===== src/sldcrc_pkg.sv =====
// Package with types, constants and the CRC-8 function of the deframer.
package sldcrc_pkg;

    localparam int MAX_PAYLOAD = 32;
    localparam int ADDR_W      = $clog2(MAX_PAYLOAD);
    localparam int CNT_W       = 6;
    localparam int BYTE_W      = 8;

    localparam logic [BYTE_W-1:0] CRC_POLY        = 8'h07;
    localparam logic [BYTE_W-1:0] SYNC_FIRST_RST  = 8'hAA;
    localparam logic [BYTE_W-1:0] SYNC_SECOND_RST = 8'h55;
    localparam logic [BYTE_W-1:0] MAX_LEN         = BYTE_W'(MAX_PAYLOAD + 1);

    typedef enum logic [1:0] {
        CFG_SYNC_FIRST  = 2'd0,
        CFG_SYNC_SECOND = 2'd1,
        CFG_CRC_SYNC    = 2'd2
    } t_cfg_idx;

    typedef enum logic [1:0] {
        VERD_GOOD = 2'd0,
        VERD_CRC  = 2'd1,
        VERD_LEN  = 2'd2
    } t_verdict;

    typedef enum logic [2:0] {
        FS_HUNT,
        FS_SYNC2,
        FS_LEN,
        FS_CMD,
        FS_PARAMS,
        FS_CRC
    } t_frame_st;

    typedef enum logic [1:0] {
        EM_IDLE,
        EM_READ,
        EM_LOAD
    } t_emit_st;

    // Verdict or header raised by the parser for the emitter.
    typedef struct packed {
        logic              valid;
        t_verdict          verdict;
        logic [BYTE_W-1:0] cmd;
        logic [CNT_W-1:0]  cnt;
    } t_result_req;

    typedef struct packed {
        logic              en;
        logic [ADDR_W-1:0] addr;
        logic [BYTE_W-1:0] data;
    } t_mem_wr;

    typedef struct packed {
        logic              en;
        logic [ADDR_W-1:0] addr;
    } t_mem_rd;

    // MSB-first CRC-8, no reflection, no final xor.
    function automatic logic [BYTE_W-1:0] crc8_update(input logic [BYTE_W-1:0] crc,
                                                      input logic [BYTE_W-1:0] b);
        logic [BYTE_W-1:0] c;
        c = crc ^ b;
        for (int k = 0; k < BYTE_W; k++) begin
            if (c[BYTE_W-1]) begin
                c = (c << 1) ^ CRC_POLY;
            end else begin
                c = c << 1;
            end
        end
        return c;
    endfunction

endpackage


===== src/sldcrc_ifs.sv =====
// Valid/ready channel interfaces for received bytes and result words.
interface sldcrc_byte_if import sldcrc_pkg::*; ();
    logic              valid;
    logic              ready;
    logic [BYTE_W-1:0] rx_byte;

    modport source (output valid, output rx_byte, input ready);
    modport sink (input valid, input rx_byte, output ready);
endinterface

interface sldcrc_res_if import sldcrc_pkg::*; ();
    logic              valid;
    logic              ready;
    logic              item_kind;
    logic [1:0]        verdict;
    logic [BYTE_W-1:0] command_id;
    logic [CNT_W-1:0]  param_count;
    logic [BYTE_W-1:0] param_byte;
    logic              last_of_run;

    modport source (output valid, output item_kind, output verdict, output command_id,
                    output param_count, output param_byte, output last_of_run,
                    input ready);
    modport sink (input valid, input item_kind, input verdict, input command_id,
                  input param_count, input param_byte, input last_of_run,
                  output ready);
endinterface


===== src/sldcrc_ram.sv =====
// Simple dual-port RAM with one write port and a registered read port.
module sldcrc_ram #(
    parameter int ADDR_W = 5,
    parameter int DATA_W = 8
) (
    input  logic              i_clk,
    input  logic              i_we,
    input  logic [ADDR_W-1:0] i_waddr,
    input  logic [DATA_W-1:0] i_wdata,
    input  logic              i_re,
    input  logic [ADDR_W-1:0] i_raddr,
    output logic [DATA_W-1:0] o_rdata
);
    logic [DATA_W-1:0] r_mem [2**ADDR_W];
    logic [DATA_W-1:0] r_rdata;

    always_ff @(posedge i_clk) begin
        if (i_we) begin
            r_mem[i_waddr] <= i_wdata;
        end
    end

    always_ff @(posedge i_clk) begin
        if (i_re) begin
            r_rdata <= r_mem[i_raddr];
        end
    end

    assign o_rdata = r_rdata;
endmodule


===== src/sldcrc_parser.sv =====
// Frame parser: sync hunt, length and command capture, running CRC and parameter stores.
module sldcrc_parser import sldcrc_pkg::*; (
    input  logic              i_clk,
    input  logic              i_rst_n,
    input  logic              i_cfg_we,
    input  logic [1:0]        i_cfg_idx,
    input  logic [BYTE_W-1:0] i_cfg_data,
    input  logic              i_acc,
    input  logic [BYTE_W-1:0] i_byte,
    output t_mem_wr           o_wr,
    output t_result_req       o_req
);
    logic [BYTE_W-1:0] r_sync_first;
    logic [BYTE_W-1:0] r_sync_second;
    logic              r_crc_sync;

    t_frame_st         r_state, n_state;
    logic [BYTE_W-1:0] r_crc, n_crc;
    logic [BYTE_W-1:0] r_cmd, n_cmd;
    logic [CNT_W-1:0]  r_rem, n_rem;
    logic [CNT_W-1:0]  r_widx, n_widx;

    logic [BYTE_W-1:0] crc_step;
    logic [BYTE_W-1:0] crc_first;
    logic [CNT_W-1:0]  rem_dec;

    assign crc_step  = crc8_update(r_crc, i_byte);
    assign crc_first = crc8_update('0, i_byte);
    assign rem_dec   = (r_rem != '0) ? r_rem - CNT_W'(1) : r_rem;

    always_ff @(posedge i_clk) begin
        if (!i_rst_n) begin
            r_sync_first  <= SYNC_FIRST_RST;
            r_sync_second <= SYNC_SECOND_RST;
            r_crc_sync    <= 1'b0;
        end else if (i_cfg_we) begin
            case (i_cfg_idx)
                CFG_SYNC_FIRST:  r_sync_first  <= i_cfg_data;
                CFG_SYNC_SECOND: r_sync_second <= i_cfg_data;
                CFG_CRC_SYNC:    r_crc_sync    <= i_cfg_data[0];
                default: ;
            endcase
        end
    end

    always_ff @(posedge i_clk) begin
        if (!i_rst_n) begin
            r_state <= FS_HUNT;
            r_crc   <= '0;
            r_cmd   <= '0;
            r_rem   <= '0;
            r_widx  <= '0;
        end else begin
            r_state <= n_state;
            r_crc   <= n_crc;
            r_cmd   <= n_cmd;
            r_rem   <= n_rem;
            r_widx  <= n_widx;
        end
    end

    always_comb begin
        n_state = r_state;
        n_crc   = r_crc;
        n_cmd   = r_cmd;
        n_rem   = r_rem;
        n_widx  = r_widx;
        o_wr    = '{en: 1'b0, addr: r_widx[ADDR_W-1:0], data: i_byte};
        o_req   = '{valid: 1'b0, verdict: VERD_GOOD, cmd: r_cmd, cnt: '0};
        if (i_acc) begin
            case (r_state)
                FS_HUNT: begin
                    if (i_byte == r_sync_first) begin
                        n_crc   = r_crc_sync ? crc_first : '0;
                        n_widx  = '0;
                        n_state = FS_SYNC2;
                    end
                end
                FS_SYNC2: begin
                    // The second sync wins when both sync bytes are alike.
                    if (i_byte == r_sync_second) begin
                        if (r_crc_sync) begin
                            n_crc = crc_step;
                        end
                        n_state = FS_LEN;
                    end else if (i_byte == r_sync_first) begin
                        n_crc   = r_crc_sync ? crc_first : '0;
                        n_widx  = '0;
                        n_state = FS_SYNC2;
                    end else begin
                        n_state = FS_HUNT;
                    end
                end
                FS_LEN: begin
                    if (i_byte == '0 || i_byte > MAX_LEN) begin
                        o_req   = '{valid: 1'b1, verdict: VERD_LEN, cmd: '0, cnt: '0};
                        n_state = FS_HUNT;
                    end else begin
                        n_crc   = crc_step;
                        n_rem   = CNT_W'(i_byte - BYTE_W'(1));
                        n_state = FS_CMD;
                    end
                end
                FS_CMD: begin
                    n_cmd   = i_byte;
                    n_crc   = crc_step;
                    n_widx  = '0;
                    n_state = (r_rem == '0) ? FS_CRC : FS_PARAMS;
                end
                FS_PARAMS: begin
                    n_crc = crc_step;
                    if (r_widx < CNT_W'(MAX_PAYLOAD)) begin
                        o_wr.en = 1'b1;
                        n_widx  = r_widx + CNT_W'(1);
                    end
                    n_rem = rem_dec;
                    if (rem_dec == '0) begin
                        n_state = FS_CRC;
                    end
                end
                FS_CRC: begin
                    if (i_byte == r_crc) begin
                        o_req = '{valid: 1'b1, verdict: VERD_GOOD, cmd: r_cmd, cnt: r_widx};
                    end else begin
                        o_req = '{valid: 1'b1, verdict: VERD_CRC, cmd: r_cmd, cnt: '0};
                    end
                    n_state = FS_HUNT;
                end
                default: begin
                    n_state = FS_HUNT;
                end
            endcase
        end
    end
endmodule


===== src/sldcrc_emit.sv =====
// Result emitter: output register, header load and parameter read-out from the RAM.
module sldcrc_emit import sldcrc_pkg::*; (
    input  logic              i_clk,
    input  logic              i_rst_n,
    input  t_result_req       i_req,
    output t_mem_rd           o_rd,
    input  logic [BYTE_W-1:0] i_rd_data,
    output logic              o_take_ok,
    sldcrc_res_if.source      o_res
);
    t_emit_st          r_st, n_st;
    logic [CNT_W-1:0]  r_idx, n_idx;
    logic [CNT_W-1:0]  r_cnt, n_cnt;
    logic              r_out_valid, n_out_valid;
    logic              r_kind, n_kind;
    logic [1:0]        r_verd, n_verd;
    logic [BYTE_W-1:0] r_cmd, n_cmd;
    logic [CNT_W-1:0]  r_pcnt, n_pcnt;
    logic [BYTE_W-1:0] r_pbyte, n_pbyte;
    logic              r_last, n_last;

    logic              load_ok;
    logic [CNT_W-1:0]  idx_inc;

    assign load_ok   = !r_out_valid || o_res.ready;
    assign o_take_ok = (r_st == EM_IDLE) && load_ok;
    assign idx_inc   = r_idx + CNT_W'(1);

    always_ff @(posedge i_clk) begin
        if (!i_rst_n) begin
            r_st        <= EM_IDLE;
            r_idx       <= '0;
            r_cnt       <= '0;
            r_out_valid <= 1'b0;
        end else begin
            r_st        <= n_st;
            r_idx       <= n_idx;
            r_cnt       <= n_cnt;
            r_out_valid <= n_out_valid;
        end
    end

    always_ff @(posedge i_clk) begin
        r_kind  <= n_kind;
        r_verd  <= n_verd;
        r_cmd   <= n_cmd;
        r_pcnt  <= n_pcnt;
        r_pbyte <= n_pbyte;
        r_last  <= n_last;
    end

    always_comb begin
        n_st        = r_st;
        n_idx       = r_idx;
        n_cnt       = r_cnt;
        n_out_valid = r_out_valid;
        n_kind      = r_kind;
        n_verd      = r_verd;
        n_cmd       = r_cmd;
        n_pcnt      = r_pcnt;
        n_pbyte     = r_pbyte;
        n_last      = r_last;
        o_rd        = '{en: 1'b0, addr: r_idx[ADDR_W-1:0]};
        if (r_out_valid && o_res.ready) begin
            n_out_valid = 1'b0;
        end
        case (r_st)
            EM_IDLE: begin
                // A request only arrives with a byte that was taken while the register was free.
                if (i_req.valid) begin
                    n_out_valid = 1'b1;
                    n_kind      = 1'b0;
                    n_verd      = i_req.verdict;
                    n_cmd       = i_req.cmd;
                    n_pcnt      = i_req.cnt;
                    n_pbyte     = '0;
                    n_last      = (i_req.cnt == '0);
                    n_cnt       = i_req.cnt;
                    n_idx       = '0;
                    if (i_req.cnt != '0) begin
                        n_st = EM_READ;
                    end
                end
            end
            EM_READ: begin
                o_rd.en = 1'b1;
                n_st    = EM_LOAD;
            end
            EM_LOAD: begin
                if (load_ok) begin
                    n_out_valid = 1'b1;
                    n_kind      = 1'b1;
                    n_verd      = VERD_GOOD;
                    n_cmd       = '0;
                    n_pcnt      = '0;
                    n_pbyte     = i_rd_data;
                    n_last      = (idx_inc == r_cnt);
                    n_idx       = idx_inc;
                    n_st        = (idx_inc == r_cnt) ? EM_IDLE : EM_READ;
                end
            end
            default: begin
                n_st = EM_IDLE;
            end
        endcase
    end

    assign o_res.valid       = r_out_valid;
    assign o_res.item_kind   = r_kind;
    assign o_res.verdict     = r_verd;
    assign o_res.command_id  = r_cmd;
    assign o_res.param_count = r_pcnt;
    assign o_res.param_byte  = r_pbyte;
    assign o_res.last_of_run = r_last;
endmodule


===== src/sync_len_frame_deframer_crc8_unit.sv =====
// Top level of the sync/length framed deframer with CRC-8 check.
//
//  channel   direction  payload                                              word
//  i_rx      in         rx_byte                                              one received byte
//  o_res     out        item_kind verdict command_id param_count param_byte  one result
//                       last_of_run
//  i_cfg_*   in         idx (sync_first, sync_second, crc_includes_sync)     register write
//
// A byte that yields no result or a single result leaves the emitter in its idle state.
// A good frame with N parameters sends the header and then, for each parameter word,
// a read of the parameter RAM, whose data is registered, then the load of the
// output register. i_rx.ready stays low while these words are sent and while a full
// output register is not being taken. Reset is synchronous and restores the register
// defaults; the parameter RAM needs no clearing.
module sync_len_frame_deframer_crc8_unit import sldcrc_pkg::*; (
    input  logic              i_clk,
    input  logic              i_rst_n,
    input  logic              i_cfg_we,
    input  logic [1:0]        i_cfg_idx,
    input  logic [BYTE_W-1:0] i_cfg_data,
    sldcrc_byte_if.sink       i_rx,
    sldcrc_res_if.source      o_res
);
    t_mem_wr           mem_wr;
    t_mem_rd           mem_rd;
    t_result_req       req;
    logic [BYTE_W-1:0] rd_data;
    logic              take_ok;
    logic              in_acc;

    assign i_rx.ready = take_ok;
    assign in_acc     = i_rx.valid && take_ok;

    sldcrc_parser u_parser (
        .i_clk      (i_clk),
        .i_rst_n    (i_rst_n),
        .i_cfg_we   (i_cfg_we),
        .i_cfg_idx  (i_cfg_idx),
        .i_cfg_data (i_cfg_data),
        .i_acc      (in_acc),
        .i_byte     (i_rx.rx_byte),
        .o_wr       (mem_wr),
        .o_req      (req)
    );

    sldcrc_ram #(
        .ADDR_W (ADDR_W),
        .DATA_W (BYTE_W)
    ) u_ram (
        .i_clk   (i_clk),
        .i_we    (mem_wr.en),
        .i_waddr (mem_wr.addr),
        .i_wdata (mem_wr.data),
        .i_re    (mem_rd.en),
        .i_raddr (mem_rd.addr),
        .o_rdata (rd_data)
    );

    sldcrc_emit u_emit (
        .i_clk     (i_clk),
        .i_rst_n   (i_rst_n),
        .i_req     (req),
        .o_rd      (mem_rd),
        .i_rd_data (rd_data),
        .o_take_ok (take_ok),
        .o_res     (o_res)
    );
endmodule


===== src/flat_wrapper.sv =====
// flat-port wrapper written by rule: the top's interface ports become plain ports
module sync_len_frame_deframer_crc8_unit_flat import sldcrc_pkg::*;
  (i_clk, i_rst_n, i_cfg_we, i_cfg_idx, i_cfg_data, i_rx_valid, i_rx_rx_byte, i_rx_ready, o_res_valid, o_res_item_kind, o_res_verdict, o_res_command_id, o_res_param_count, o_res_param_byte, o_res_last_of_run, o_res_ready);
  sldcrc_byte_if i_rx_i ();
  sldcrc_res_if o_res_i ();
  input  logic i_clk;
  input  logic i_rst_n;
  input  logic i_cfg_we;
  input  logic [1:0] i_cfg_idx;
  input  logic [BYTE_W-1:0] i_cfg_data;
  input wire logic [$bits(i_rx_i.valid)-1:0] i_rx_valid;
  input wire logic [$bits(i_rx_i.rx_byte)-1:0] i_rx_rx_byte;
  output wire logic [$bits(i_rx_i.ready)-1:0] i_rx_ready;
  output wire logic [$bits(o_res_i.valid)-1:0] o_res_valid;
  output wire logic [$bits(o_res_i.item_kind)-1:0] o_res_item_kind;
  output wire logic [$bits(o_res_i.verdict)-1:0] o_res_verdict;
  output wire logic [$bits(o_res_i.command_id)-1:0] o_res_command_id;
  output wire logic [$bits(o_res_i.param_count)-1:0] o_res_param_count;
  output wire logic [$bits(o_res_i.param_byte)-1:0] o_res_param_byte;
  output wire logic [$bits(o_res_i.last_of_run)-1:0] o_res_last_of_run;
  input wire logic [$bits(o_res_i.ready)-1:0] o_res_ready;
  assign i_rx_i.valid = i_rx_valid;
  assign i_rx_i.rx_byte = i_rx_rx_byte;
  assign i_rx_ready = i_rx_i.ready;
  assign o_res_valid = o_res_i.valid;
  assign o_res_item_kind = o_res_i.item_kind;
  assign o_res_verdict = o_res_i.verdict;
  assign o_res_command_id = o_res_i.command_id;
  assign o_res_param_count = o_res_i.param_count;
  assign o_res_param_byte = o_res_i.param_byte;
  assign o_res_last_of_run = o_res_i.last_of_run;
  assign o_res_i.ready = o_res_ready;
  sync_len_frame_deframer_crc8_unit u_core (.i_clk(i_clk), .i_rst_n(i_rst_n), .i_cfg_we(i_cfg_we), .i_cfg_idx(i_cfg_idx), .i_cfg_data(i_cfg_data), .i_rx(i_rx_i), .o_res(o_res_i));
endmodule

===== config.mk =====
export PLATFORM = sky130hd
export DESIGN_NAME = sync_len_frame_deframer_crc8_unit_flat
export DESIGN_NICKNAME = d
export VERILOG_FILES = /design/src/sldcrc_pkg.sv /design/src/sldcrc_ifs.sv /design/src/sldcrc_ram.sv /design/src/sldcrc_parser.sv /design/src/sldcrc_emit.sv /design/src/sync_len_frame_deframer_crc8_unit.sv /design/src/flat_wrapper.sv
export SDC_FILE = /design/constraint.sdc
export NUM_CORES = 1
export LEC_CHECK = 0
export BUFFER_PORTS_ARGS = -buffer_cell sky130_fd_sc_hd__buf_2
export CORE_MARGIN = 5
export CORE_UTILIZATION = 62
export CTS_CLUSTER_DIAMETER = 200
export CTS_CLUSTER_SIZE = 10
export DETAILED_ROUTE_END_ITERATION = 8
export GPL_TIMING_DRIVEN = 0
export PLACE_DENSITY_LB_ADDON = 0.3
export SLEW_MARGIN = 20
export SYNTH_ARGS = -nofsm -noshare
export SYNTH_HDL_FRONTEND = slang
export SYNTH_SLANG_ARGS = --single-unit

===== constraint.sdc =====
create_clock -name i_clk -period 3.36 [get_ports i_clk]
set_input_delay 0.336 -clock i_clk [delete_from_list [all_inputs] [get_ports i_clk]]
set_output_delay 0.336 -clock i_clk [all_outputs]
set_load 0.01 [all_outputs]

* Word level (Yosys, flattened, before mapping) *
Memory sizes are Yosys's and may differ from the RTL's. A register that Yosys moved wholly into a read port is not among the register bits.
Index checks and enable logic that the tools add are counted.

operators by class
  $add $sub $neg = 4
  magnitude comparators = 2
  equal/unequal tests = 22
  multiplexer cells = 76
  bitwise operators = 17
  reductions and logical operators = 31

operator list
  cell                                                                              number
  8-bit two-way mux                                                                 9
  3-bit two-way mux                                                                 18
  6-bit two-way mux                                                                 9
  3-bit inverter                                                                    16
  6-bit case mux with 2 select lines                                                3
  17-bit two-way mux                                                                2
  17-bit case mux with 2 select lines                                               1
  8-bit case mux with 2 select lines                                                2
  8-bit case mux with 4 select lines                                                1
  8-bit equality test                                                               3
  6-bit case mux with 4 select lines                                                1
  6-bit logical NOT                                                                 3
  1-bit two-way mux                                                                 16
  15-bit two-way mux                                                                1
  3-bit case mux with 5 select lines                                                1
  2-bit two-way mux                                                                 7
  6-bit by 1-bit adder with 6-bit output (second input constant)                    2
  2-bit inequality test (second input constant)                                     6
  3-bit AND reduction                                                               4
  6-bit nonzero test                                                                2
  6-bit by 1-bit subtractor with 6-bit output (second input constant)               2
  2-bit AND reduction                                                               5
  8-bit by 6-bit greater-than comparator with 1-bit output (second input constant)  1
  8-bit logical NOT                                                                 1
  22 further kinds                                                                  36

storage, ports and cells
  register bits = 89
  memory bits (writable) = 256
  bits of input ports = 23
  logic and storage cells = 171
  memories kept = 1

memories
  name                depth  width  read ports  clocked after memory_dff  write ports  RTL line          text
  u_core.u_ram.r_mem  32     8      1           1                         1            sldcrc_ram.sv:14  logic [DATA_W-1:0] r_mem [2**ADDR_W];

* Logic depth before layout (Yosys ltp) *
Gate-level depths: netlist (run 1).

  depth after elaboration = 20
  gate-level depth with buffers = 10
  gate-level depth less buffers = 9

* By module *
Synthesis (run 1) repeated with hierarchy kept, for this count alone.

second synthesis, totals
  cells, all modules = 1013
  area total of the unflattened synthesis = 15603.7 um^2

by module, submodules not included
  module                             times used  cells an instance  area each (um^2)  sequential area each (um^2)
  sldcrc_ram                         1           417                10133.5           7927.6
  sldcrc_parser                      1           444                3632.2            960.9
  sldcrc_emit                        1           151                1831.8            1081.0
  sync_len_frame_deframer_crc8_unit  1           1                  6.3               0.0

* Worst setup path after synthesis (run 1) *
OpenSTA, ideal clock, no wires.

  path type = input-to-reg
  start point = input i_rx_rx_byte[1]
  end point = register u_core.u_emit.r_idx[4]
  library setup time = 0.115 ns
  arrival time = 2.663 ns
  required time = 3.245 ns
  setup slack = 0.583 ns
  stages on the path = 9
  buffers on the path = 1
  cell sequence = buf_2 inv_1 ha_1 nand2b_1 a21oi_1 o211ai_1 a31oi_2 a21boi_0 o21a_1

between the ends
  cells in the longest elaborated chain, start to end = 7
  elaborated cells on any way between the ends = 8
  those cells by class = order compare: 1; eq/ne: 1; mux: 3; reduce/logical: 3

RTL lines
  what                                                                                                  RTL line             text
  from (decl)                                                                                           flat_wrapper.sv:12   input wire logic [$bits(i_rx_i.rx_byte)-1:0] i_rx_rx_byte;
  8-bit by 6-bit greater-than comparator with 1-bit output / 8-bit logical NOT (equally long branches)  sldcrc_parser.sv:95  if (i_byte == '0 || i_byte > MAX_LEN) begin
  1-bit logical OR (*)                                                                                  sldcrc_parser.sv:95
  17-bit two-way mux (*)                                                                                sldcrc_parser.sv:95
  17-bit case mux with 2 select lines (*)                                                               sldcrc_parser.sv:71  case (r_state)
  17-bit two-way mux (*)                                                                                sldcrc_parser.sv:70  if (i_acc) begin
  2-bit by 1-bit inequality test with 1-bit output (no source line) (*)                                 -
  3-bit AND reduction (no source line) (*)                                                              -
  to (signal assigned)                                                                                  sldcrc_emit.sv:37    r_idx <= n_idx;
  to (decl)                                                                                             sldcrc_emit.sv:12    logic [CNT_W-1:0] r_idx, n_idx;

Mark *: on every way between the ends. The rest lies on a longest branch, timed or not.
A chain may end at the register's enable or synchronous reset.

==> run_results.csv, run 1 <==
group,metric,value,unit
power,p_total,9.05,mW
layout,drive_gt1_share,20.8,%
synthesis,postSynthCellCount,949,
timing,slew_violations,0,
synthesis,ys_seq_area_share,66.2,%
synthesis,yosysTopAreaCell,"edfxtp_1",
critical_path,cp-end-kind,"flop",
timing,fmax,0.309,GHz
clocking,clk_latency,520,ps
clocking,cts_sinks,353,
floorplan,placementRows,57,
clocking,cts_buffers,41,
placement,dpl.hpwl,22300,um
timing,fin_crit,3240,ps
clocking,cts_buffer_depth,3,
flow_run,maxCapViolCount,0,
synthesis,yosysWarnings,0,
detailed_routing,viasPerCell,6.28,
placement,placed_area,15700,um2
detailed_routing,dr.pass1.iters,5,
timing,fin_skew,11.8,ps
grt,grt_pass1_wl,52900,um
detailed_routing,wl,34300,um
power,leakagePower,5.52,nW
clocking,clkTransAtPathRegs,50,ps
layout,nets,1086,
clocking,clock-root-buffer,"clkbuf_16",
grt,antenna_found_initial,0,
grt,grt_usage,25.0,%
floorplan,core,24100,um2
synthesis,syn-num-nets,993,
timing,max_slew_margin,38.5,%
detailed_routing,drc,0,
layout,fin_area,16900,um2
clocking,holdBufCountCts,0,
timing,hold_viol,0,
grt,first_global_vias,8795,
detailed_routing,routed-via-count,8728,
synthesis,yosysTopAreaCellShare,57.8,%
synthesis,async_flop_share,0,%
floorplan,die_h,166,um
worst_hold_path,hold_class,"in -> reg",
detailed_routing,antenna_left,0,
clocking,cts_tree,"yes",
synthesis,syn_avg_cell_area,15.9,um2
synthesis,synth_top_flop_cell,"edfxtp_1",
detailed_routing,drtIter0Drc,793,
critical_path,crit_type,"reg -> reg",
grt,grt_overflow,0,
placement,port_buffers,49,
placement,gp_congestion,0.912,
synthesis,synth_seq_cells,353,
timing,fin_crit_sh,96.4,%
power,power_density,536,nW/um2
floorplan,initial_core_util,62.5,%
detailed_routing,routedWlPerCell,24.7,um
timing,worstMarginPinSlew,922,ps
synthesis,synth.area.top_cells,"edfxtp_1 (58%), mux4_2 (12%), dfxtp_1 (8.4%)",
status,outcome,"finished, final reports clean",
critical_path,cp.required,3610,ps
critical_path,cp_max_fo,10,
synthesis,synthesis.area,15100,um2
power,irDropWorstVdd,0.000341,V
synthesis,synth.distinct_cells,69,
clocking,h-tree-depth,2,
critical_path,arrival,3490,ps
floorplan,io_pins,51,
layout,area_delta_synth_final,12.2,%
clocking,cts_setup_buffers,0,
floorplan,fp.dieW,166,um
critical_path,start_kind,"flop",
clocking,ctsResizeCount,0,
synthesis,synth_edf_count,290,
grt,grt_max_degree,38,
timing,rsz0062_at_grt,"false",
layout,diodes,0,
timing,setup_viol,0,
floorplan,dieArea,27500,um2
cells by family (layout without fill, tap and decap cells):
kind of cell	after synthesis	count (layout)	share of synthesized area (%)
buffers and inverters	74	190	2.20
flip-flops	353	353	66.2
AND/OR/NAND/NOR	217	217	7.22
XOR/XNOR	61	61	3.55
multiplexers	107	107	13.8
AO/OA/AOI/OAI	116	116	5.30
adder cells (fa/ha/maj)	21	21	1.74
placed cells by master, fill, tap and decap left out, types with 4 or more instances in the layout:
cell	n
mux2i_1	18
o22ai_1	6
nand2_1	40
xnor2_1	50
or3b_2	4
nor2_1	79
clkbuf_16	42
o211ai_1	4
mux2_2	9
o21ai_0	16
a211oi_1	4
nand3b_1	6
inv_1	20
nand4_1	7
a22o_1	4
nor2b_1	6
nand3_1	11
nor3_1	14
ha_1	21
xor2_1	11
nand2b_1	5
and3_1	10
o21a_1	6
a21o_1	6
buf_6	5
a21oi_1	32
mux4_2	80
edfxtp_1	290
a32o_1	4
and2_1	15
dfxtp_1	63
buf_1	6
clkbuf_1	51
buf_2	62
path summary, 6_finish.rpt:
| path | depth (start not counted) | slack [ps] | end | from |
|---|---|---|---|---|
| hold reg to reg | 2 | 480 | u_core.u_parser.r_cmd[7] | u_core.u_parser.r_cmd[7] |
| hold / removal | 3 | 50 | u_core.u_parser.r_sync_second[2] | i_cfg_data[2] |
| setup / recovery | 5 | 120 | u_core.u_ram.o_rdata[0] | u_core.u_emit.r_idx[1] |
| setup reg to reg | 5 | 120 | u_core.u_ram.o_rdata[0] | u_core.u_emit.r_idx[1] |
registers in the layout (all words and copies together), names as in the netlist, 2 cells and up:
register and flops:
u_core.u_emit.r_cnt 6, u_core.u_parser.r_cmd 8, u_core.u_emit.o_res.param_count 6, u_core.u_ram.r_mem 256, u_core.u_emit.o_res.verdict 2, u_core.u_parser.r_widx 6, u_core.u_emit.o_res.command_id 8, u_core.u_emit.r_idx 6
u_core.u_parser.r_state 3, u_core.u_parser.r_crc 8, u_core.u_parser.r_rem 6, u_core.u_emit.r_st 2, u_core.u_parser.r_sync_first 8, u_core.u_ram.o_rdata 8, u_core.u_parser.r_sync_second 8, u_core.u_emit.o_res.param_byte 8
critical path, stage by stage (launching register included):
cell and delay (ps):
dfxtp_1 400, clkbuf_1 540, clkbuf_1 660, mux4_2 470, mux4_2 570, mux2_2 340
cells in the mapped netlist, types with 7 or more instances:
cell type	count
and3_1	10
mux2_2	9
a21oi_1	32
o21ai_0	16
nor2_1	79
nand4_1	7
dfxtp_1	63
ha_1	21
inv_1	20
nor3_1	14
clkbuf_1	29
nand3_1	11
and2_1	15
xnor2_1	50
nand2_1	40
xor2_1	11
mux2i_1	18
mux4_2	80
buf_2	13
edfxtp_1	290
final cells by class:
cell class | count | area, um2
Sequential cell | 353 | 9970
Inverter | 21 | 78.8
Tap cell | 324 | 405
Timing Repair Buffer | 50 | 260
Fill cell | 1583 | 7200
Clock inverter | 2 | 25.0
Buffer | 53 | 253
Clock buffer | 64 | 1130
Multi-Input combinational cell | 522 | 4780
per-stage QoR:
| step | TNS [ps] | setup WS [ps] | cells | utilization, % | hold slack, ps |
|---|---|---|---|---|---|
| global placement | -17430 | -702 | 1322 | 65.2 | 459 |
| floorplan | 0 | 583 | 949 | - | 435 |
| detailed placement | -1090 | -114 | 1323 | 65.3 | 472 |
| global route | 0 | 72.8 | 1389 | 70.1 | 52.1 |
| finish | 0 | 122 | 1389 | 70.1 | 53.7 |
| CTS | 0 | 133 | 1389 | 70.1 | 41.1 |
power breakdown:
| part | leakage [nW] | switching (mW) | internal, mW |
|---|---|---|---|
| clock | 0.555 | 1.61 | 2.30 |
| combinational | 1.88 | 0.239 | 0.135 |
| sequential | 3.08 | 0.0147 | 4.75 |
| total | 5.52 | 1.86 | 7.19 |
per-layer routing:
layer	vias to the layer above	track usage (%)	share of wire (%)
met2	381	43.1	52
met5	-	0	0
met3	64	3.88	6.2
met4	0	8.03	3.2
li1	3850	-	-
met1	4433	33.2	39
No activity file was read; power rests on OpenSTA's default activity.
==> inputs of run 2 (changes only) <==
- SYNTH_HIERARCHICAL: not set -> 1
==> run 2 against run 1 <==
The flow now finishes with violations (setup timing); hold slack got worse by 15 ps; area after synthesis rose by 3.6%; clock power fell by 2%; worst setup slack got worse by 140 ps; critical path type unchanged; highest routed layer is now met5.
==> run_results.csv, run 2 <==
group,metric,value,unit
timing,fin_hold_ws,38.3,ps
floorplan,io_pins,51,
clocking,clock-root-buffer,"clkbuf_16",
layout,regMostFlops,"u_core/u_ram/r_mem",
synthesis,synth_common_cells,"edfxtp_1 (290), mux4_2 (80), nor2_1 (76)",
layout,largest_reg_flops,256,
layout,final_cells,1452,
clocking,ctsResizeCount,18,
layout,mostFrequentLayoutCell,"edfxtp_1",
clocking,h-tree-depth,2,
timing,worst_slack,-17.0,ps
worst_hold_path,whs_path_depth,3,
power,leakagePower,5.69,nW
synthesis,postSynthCellCount,1013,
flow_run,maxCapViolCount,0,
grt,antenna_found_initial,2,
synthesis,syn-num-nets,1054,
synthesis,synth.area.top_cells,"edfxtp_1 (56%), mux4_2 (12%), dfxtp_1 (8.1%)",
clocking,holdBufCountCts,0,
worst_hold_path,holdPathEnd,"u_core/u_parser/r_sync_second[6]",
detailed_routing,routedWlPerCell,23.2,um
synthesis,synthesis.area,15600,um2
synthesis,synth_most_common_cell,"edfxtp_1",
floorplan,dieArea,28400,um2
critical_path,reg2reg_depth,8,
clocking,cts_buffers,41,
critical_path,arrival,3520,ps
floorplan,core,25000,um2
detailed_routing,wl,33700,um
timing,fin_skew,11.9,ps
power,p_total,8.96,mW
grt,grt_max_degree,33,
synthesis,synth_seq_cells,353,
layout,post-route-util,70.0,%
layout,multi_input_area,5230,um2
clocking,clk_latency,520,ps
status,violations,"setup timing",
clocking,cts_buffer_depth,3,
timing,slew_violations,0,
timing,fin_crit,3380,ps
timing,fin_crit_sh,101,%
synthesis,ys_seq_area_share,63.9,%
critical_path,cp-end-kind,"flop",
status,outcome,"finished, violations left",
placement,dpl.hpwl,22100,um
worst_hold_path,hold_class,"in -> reg",
synthesis,async_flop_share,0,%
grt,grt_usage,24.1,%
synthesis,synth_edf_count,290,
grt,grt_overflow,0,
layout,drive_gt1_share,23.5,%
layout,diodes,0,
timing,max_slew_margin,42.0,%
timing,fmax,0.296,GHz
synthesis,synth_top_flop_cell,"edfxtp_1",
power,irDropWorstVdd,0.000373,V
clocking,cts_setup_buffers,0,
synthesis,syn_avg_cell_area,15.4,um2
floorplan,initial_core_util,62.5,%
critical_path,r2r_slack,-20,ps
power,power_density,513,nW/um2
timing,worstMarginPinSlew,866,ps
layout,fillCellCount,1608,
detailed_routing,drc,0,
placement,dp.cells,1388,
detailed_routing,antenna_left,0,
layout,final_cell_mix,"edfxtp_1 (290), mux4_2 (80), dfxtp_1 (63), nand2_1 (62), nor2_1 (60)",
synthesis,synth.distinct_cells,73,
grt,first_global_vias,9090,
synthesis,yosysTopAreaCellShare,55.8,%
critical_path,start_kind,"flop",
synthesis,yosysWarnings,6,
clocking,cts_tree,"yes",
synthesis,yosysTopAreaCell,"edfxtp_1",
detailed_routing,viasPerCell,6.13,
floorplan,placementRows,58,
detailed_routing,routed-via-count,8897,
worst_hold_path,min_from,"i_cfg_data[6]",
layout,area_delta_synth_final,11.9,%
timing,setup_viol,8,
critical_path,r2r-start,"u_core/u_emit/o_res.valid",
timing,hold_viol,0,
critical_path,crit_type,"reg -> reg",
floorplan,die_h,169,um
clocking,cts_sinks,353,
layout,register_area,9970,um2
grt,grt_pass1_wl,52600,um
critical_path,rr_endpoint,"u_core/u_ram/r_mem[21][1]",
placement,port_buffers,45,
critical_path,cp.required,3500,ps
placement,gp_congestion,0.923,
detailed_routing,drtIter0Drc,807,
detailed_routing,dr.pass1.iters,5,
floorplan,fp.dieW,169,um
layout,nets,1141,
critical_path,cp_max_fo,10,
clocking,clkTransAtPathRegs,60,ps
timing,rsz0062_at_grt,"true",
==> run 2: cell count changes in the layout (fill, tap and decap cells not counted), sizes merged, moves of 6 or more <==
cell	previous run	this run
and2	16	37
buf	74	94
nand2	42	62
mux2i	18	37
nor2b	6	23
clkbuf	93	81
and3	10	2
nand3	11	19
a21boi	2	9
xor2	11	17
==> run 2: worst max path at each step <==
stage,endpoint,slack (ps),from,depth (start not counted)
after floorplan,u_core/u_emit/r_idx[4],270,i_rx_rx_byte[1],15
after CTS,u_core/u_ram/o_rdata[6],40,u_core/u_emit/r_idx[2],6
final,u_core/u_ram/r_mem[21][1],-20,u_core/u_emit/o_res.valid,8
after detailed placement,u_core/u_emit/r_idx[0],-380,i_rx_rx_byte[0],16
after global routing,u_core/u_ram/r_mem[26][4],-140,u_core/u_emit/o_res.valid,8
after global placement,u_core/u_emit/r_idx[4],-330,i_rx_rx_byte[0],16
==> run 2: cells by family after synthesis <==
kind of cell / count (synthesis) / synth area share, %
mux: 126 / 14.7
fa+ha+maj: 18 / 1.44
compound gates: 92 / 4.00
buf+inv: 86 / 3.16
xor+xnor: 62 / 3.77
simple gates: 276 / 9.09
flops: 353 / 63.9
==> run 2: stage by stage <==
stage          worst slack (ps)  TNS, ps  instance area, um2
6_report                  -17.0     -121               17500
5_1_grt                    -138    -9170               17500
4_1_cts                    44.6        0               17400
3_5_place_dp               -381   -23570               16200
3_3_place_gp               -331   -18770               16200
2_1_floorplan               273        0               15600
==> run 2: area by class of cell <==
| cell class | count | area share [%] |
|---|---|---|
| Inverter | 17 | 0.380 |
| Buffer | 68 | 2.45 |
| Tap cell | 330 | 2.36 |
| Clock inverter | 3 | 0.150 |
| Clock buffer | 62 | 6.33 |
| Timing Repair Buffer | 45 | 1.29 |
| Sequential cell | 353 | 57.1 |
| Multi-Input combinational cell | 574 | 30.0 |
==> run 2: worst max-delay path, stage by stage, from the launching register on <==
cell	delay (ps)
dfxtp_1	310
nor2b_1	200
nor3_1	250
and2_1	180
clkbuf_1	380
nand3b_1	220
inv_1	250
nand3b_1	430
nor2_1	770
==> run 2: where the power goes <==
| group | switching, mW | internal (mW) | total (mW) |
|---|---|---|---|
| combinational | 0.230 | 0.147 | 0.377 |
| clock | 1.57 | 2.25 | 3.82 |
| sequential | 0.0137 | 4.75 | 4.76 |
==> run 2: routing by layer <==
layer	track usage, %	vias to the layer above	share of wire (%)
li1	-	3976	-
met1	32.3	4493	39
met2	40.6	362	50
met3	5.18	62	7.7
met4	6.67	4	2.4
met5	0	-	0.062
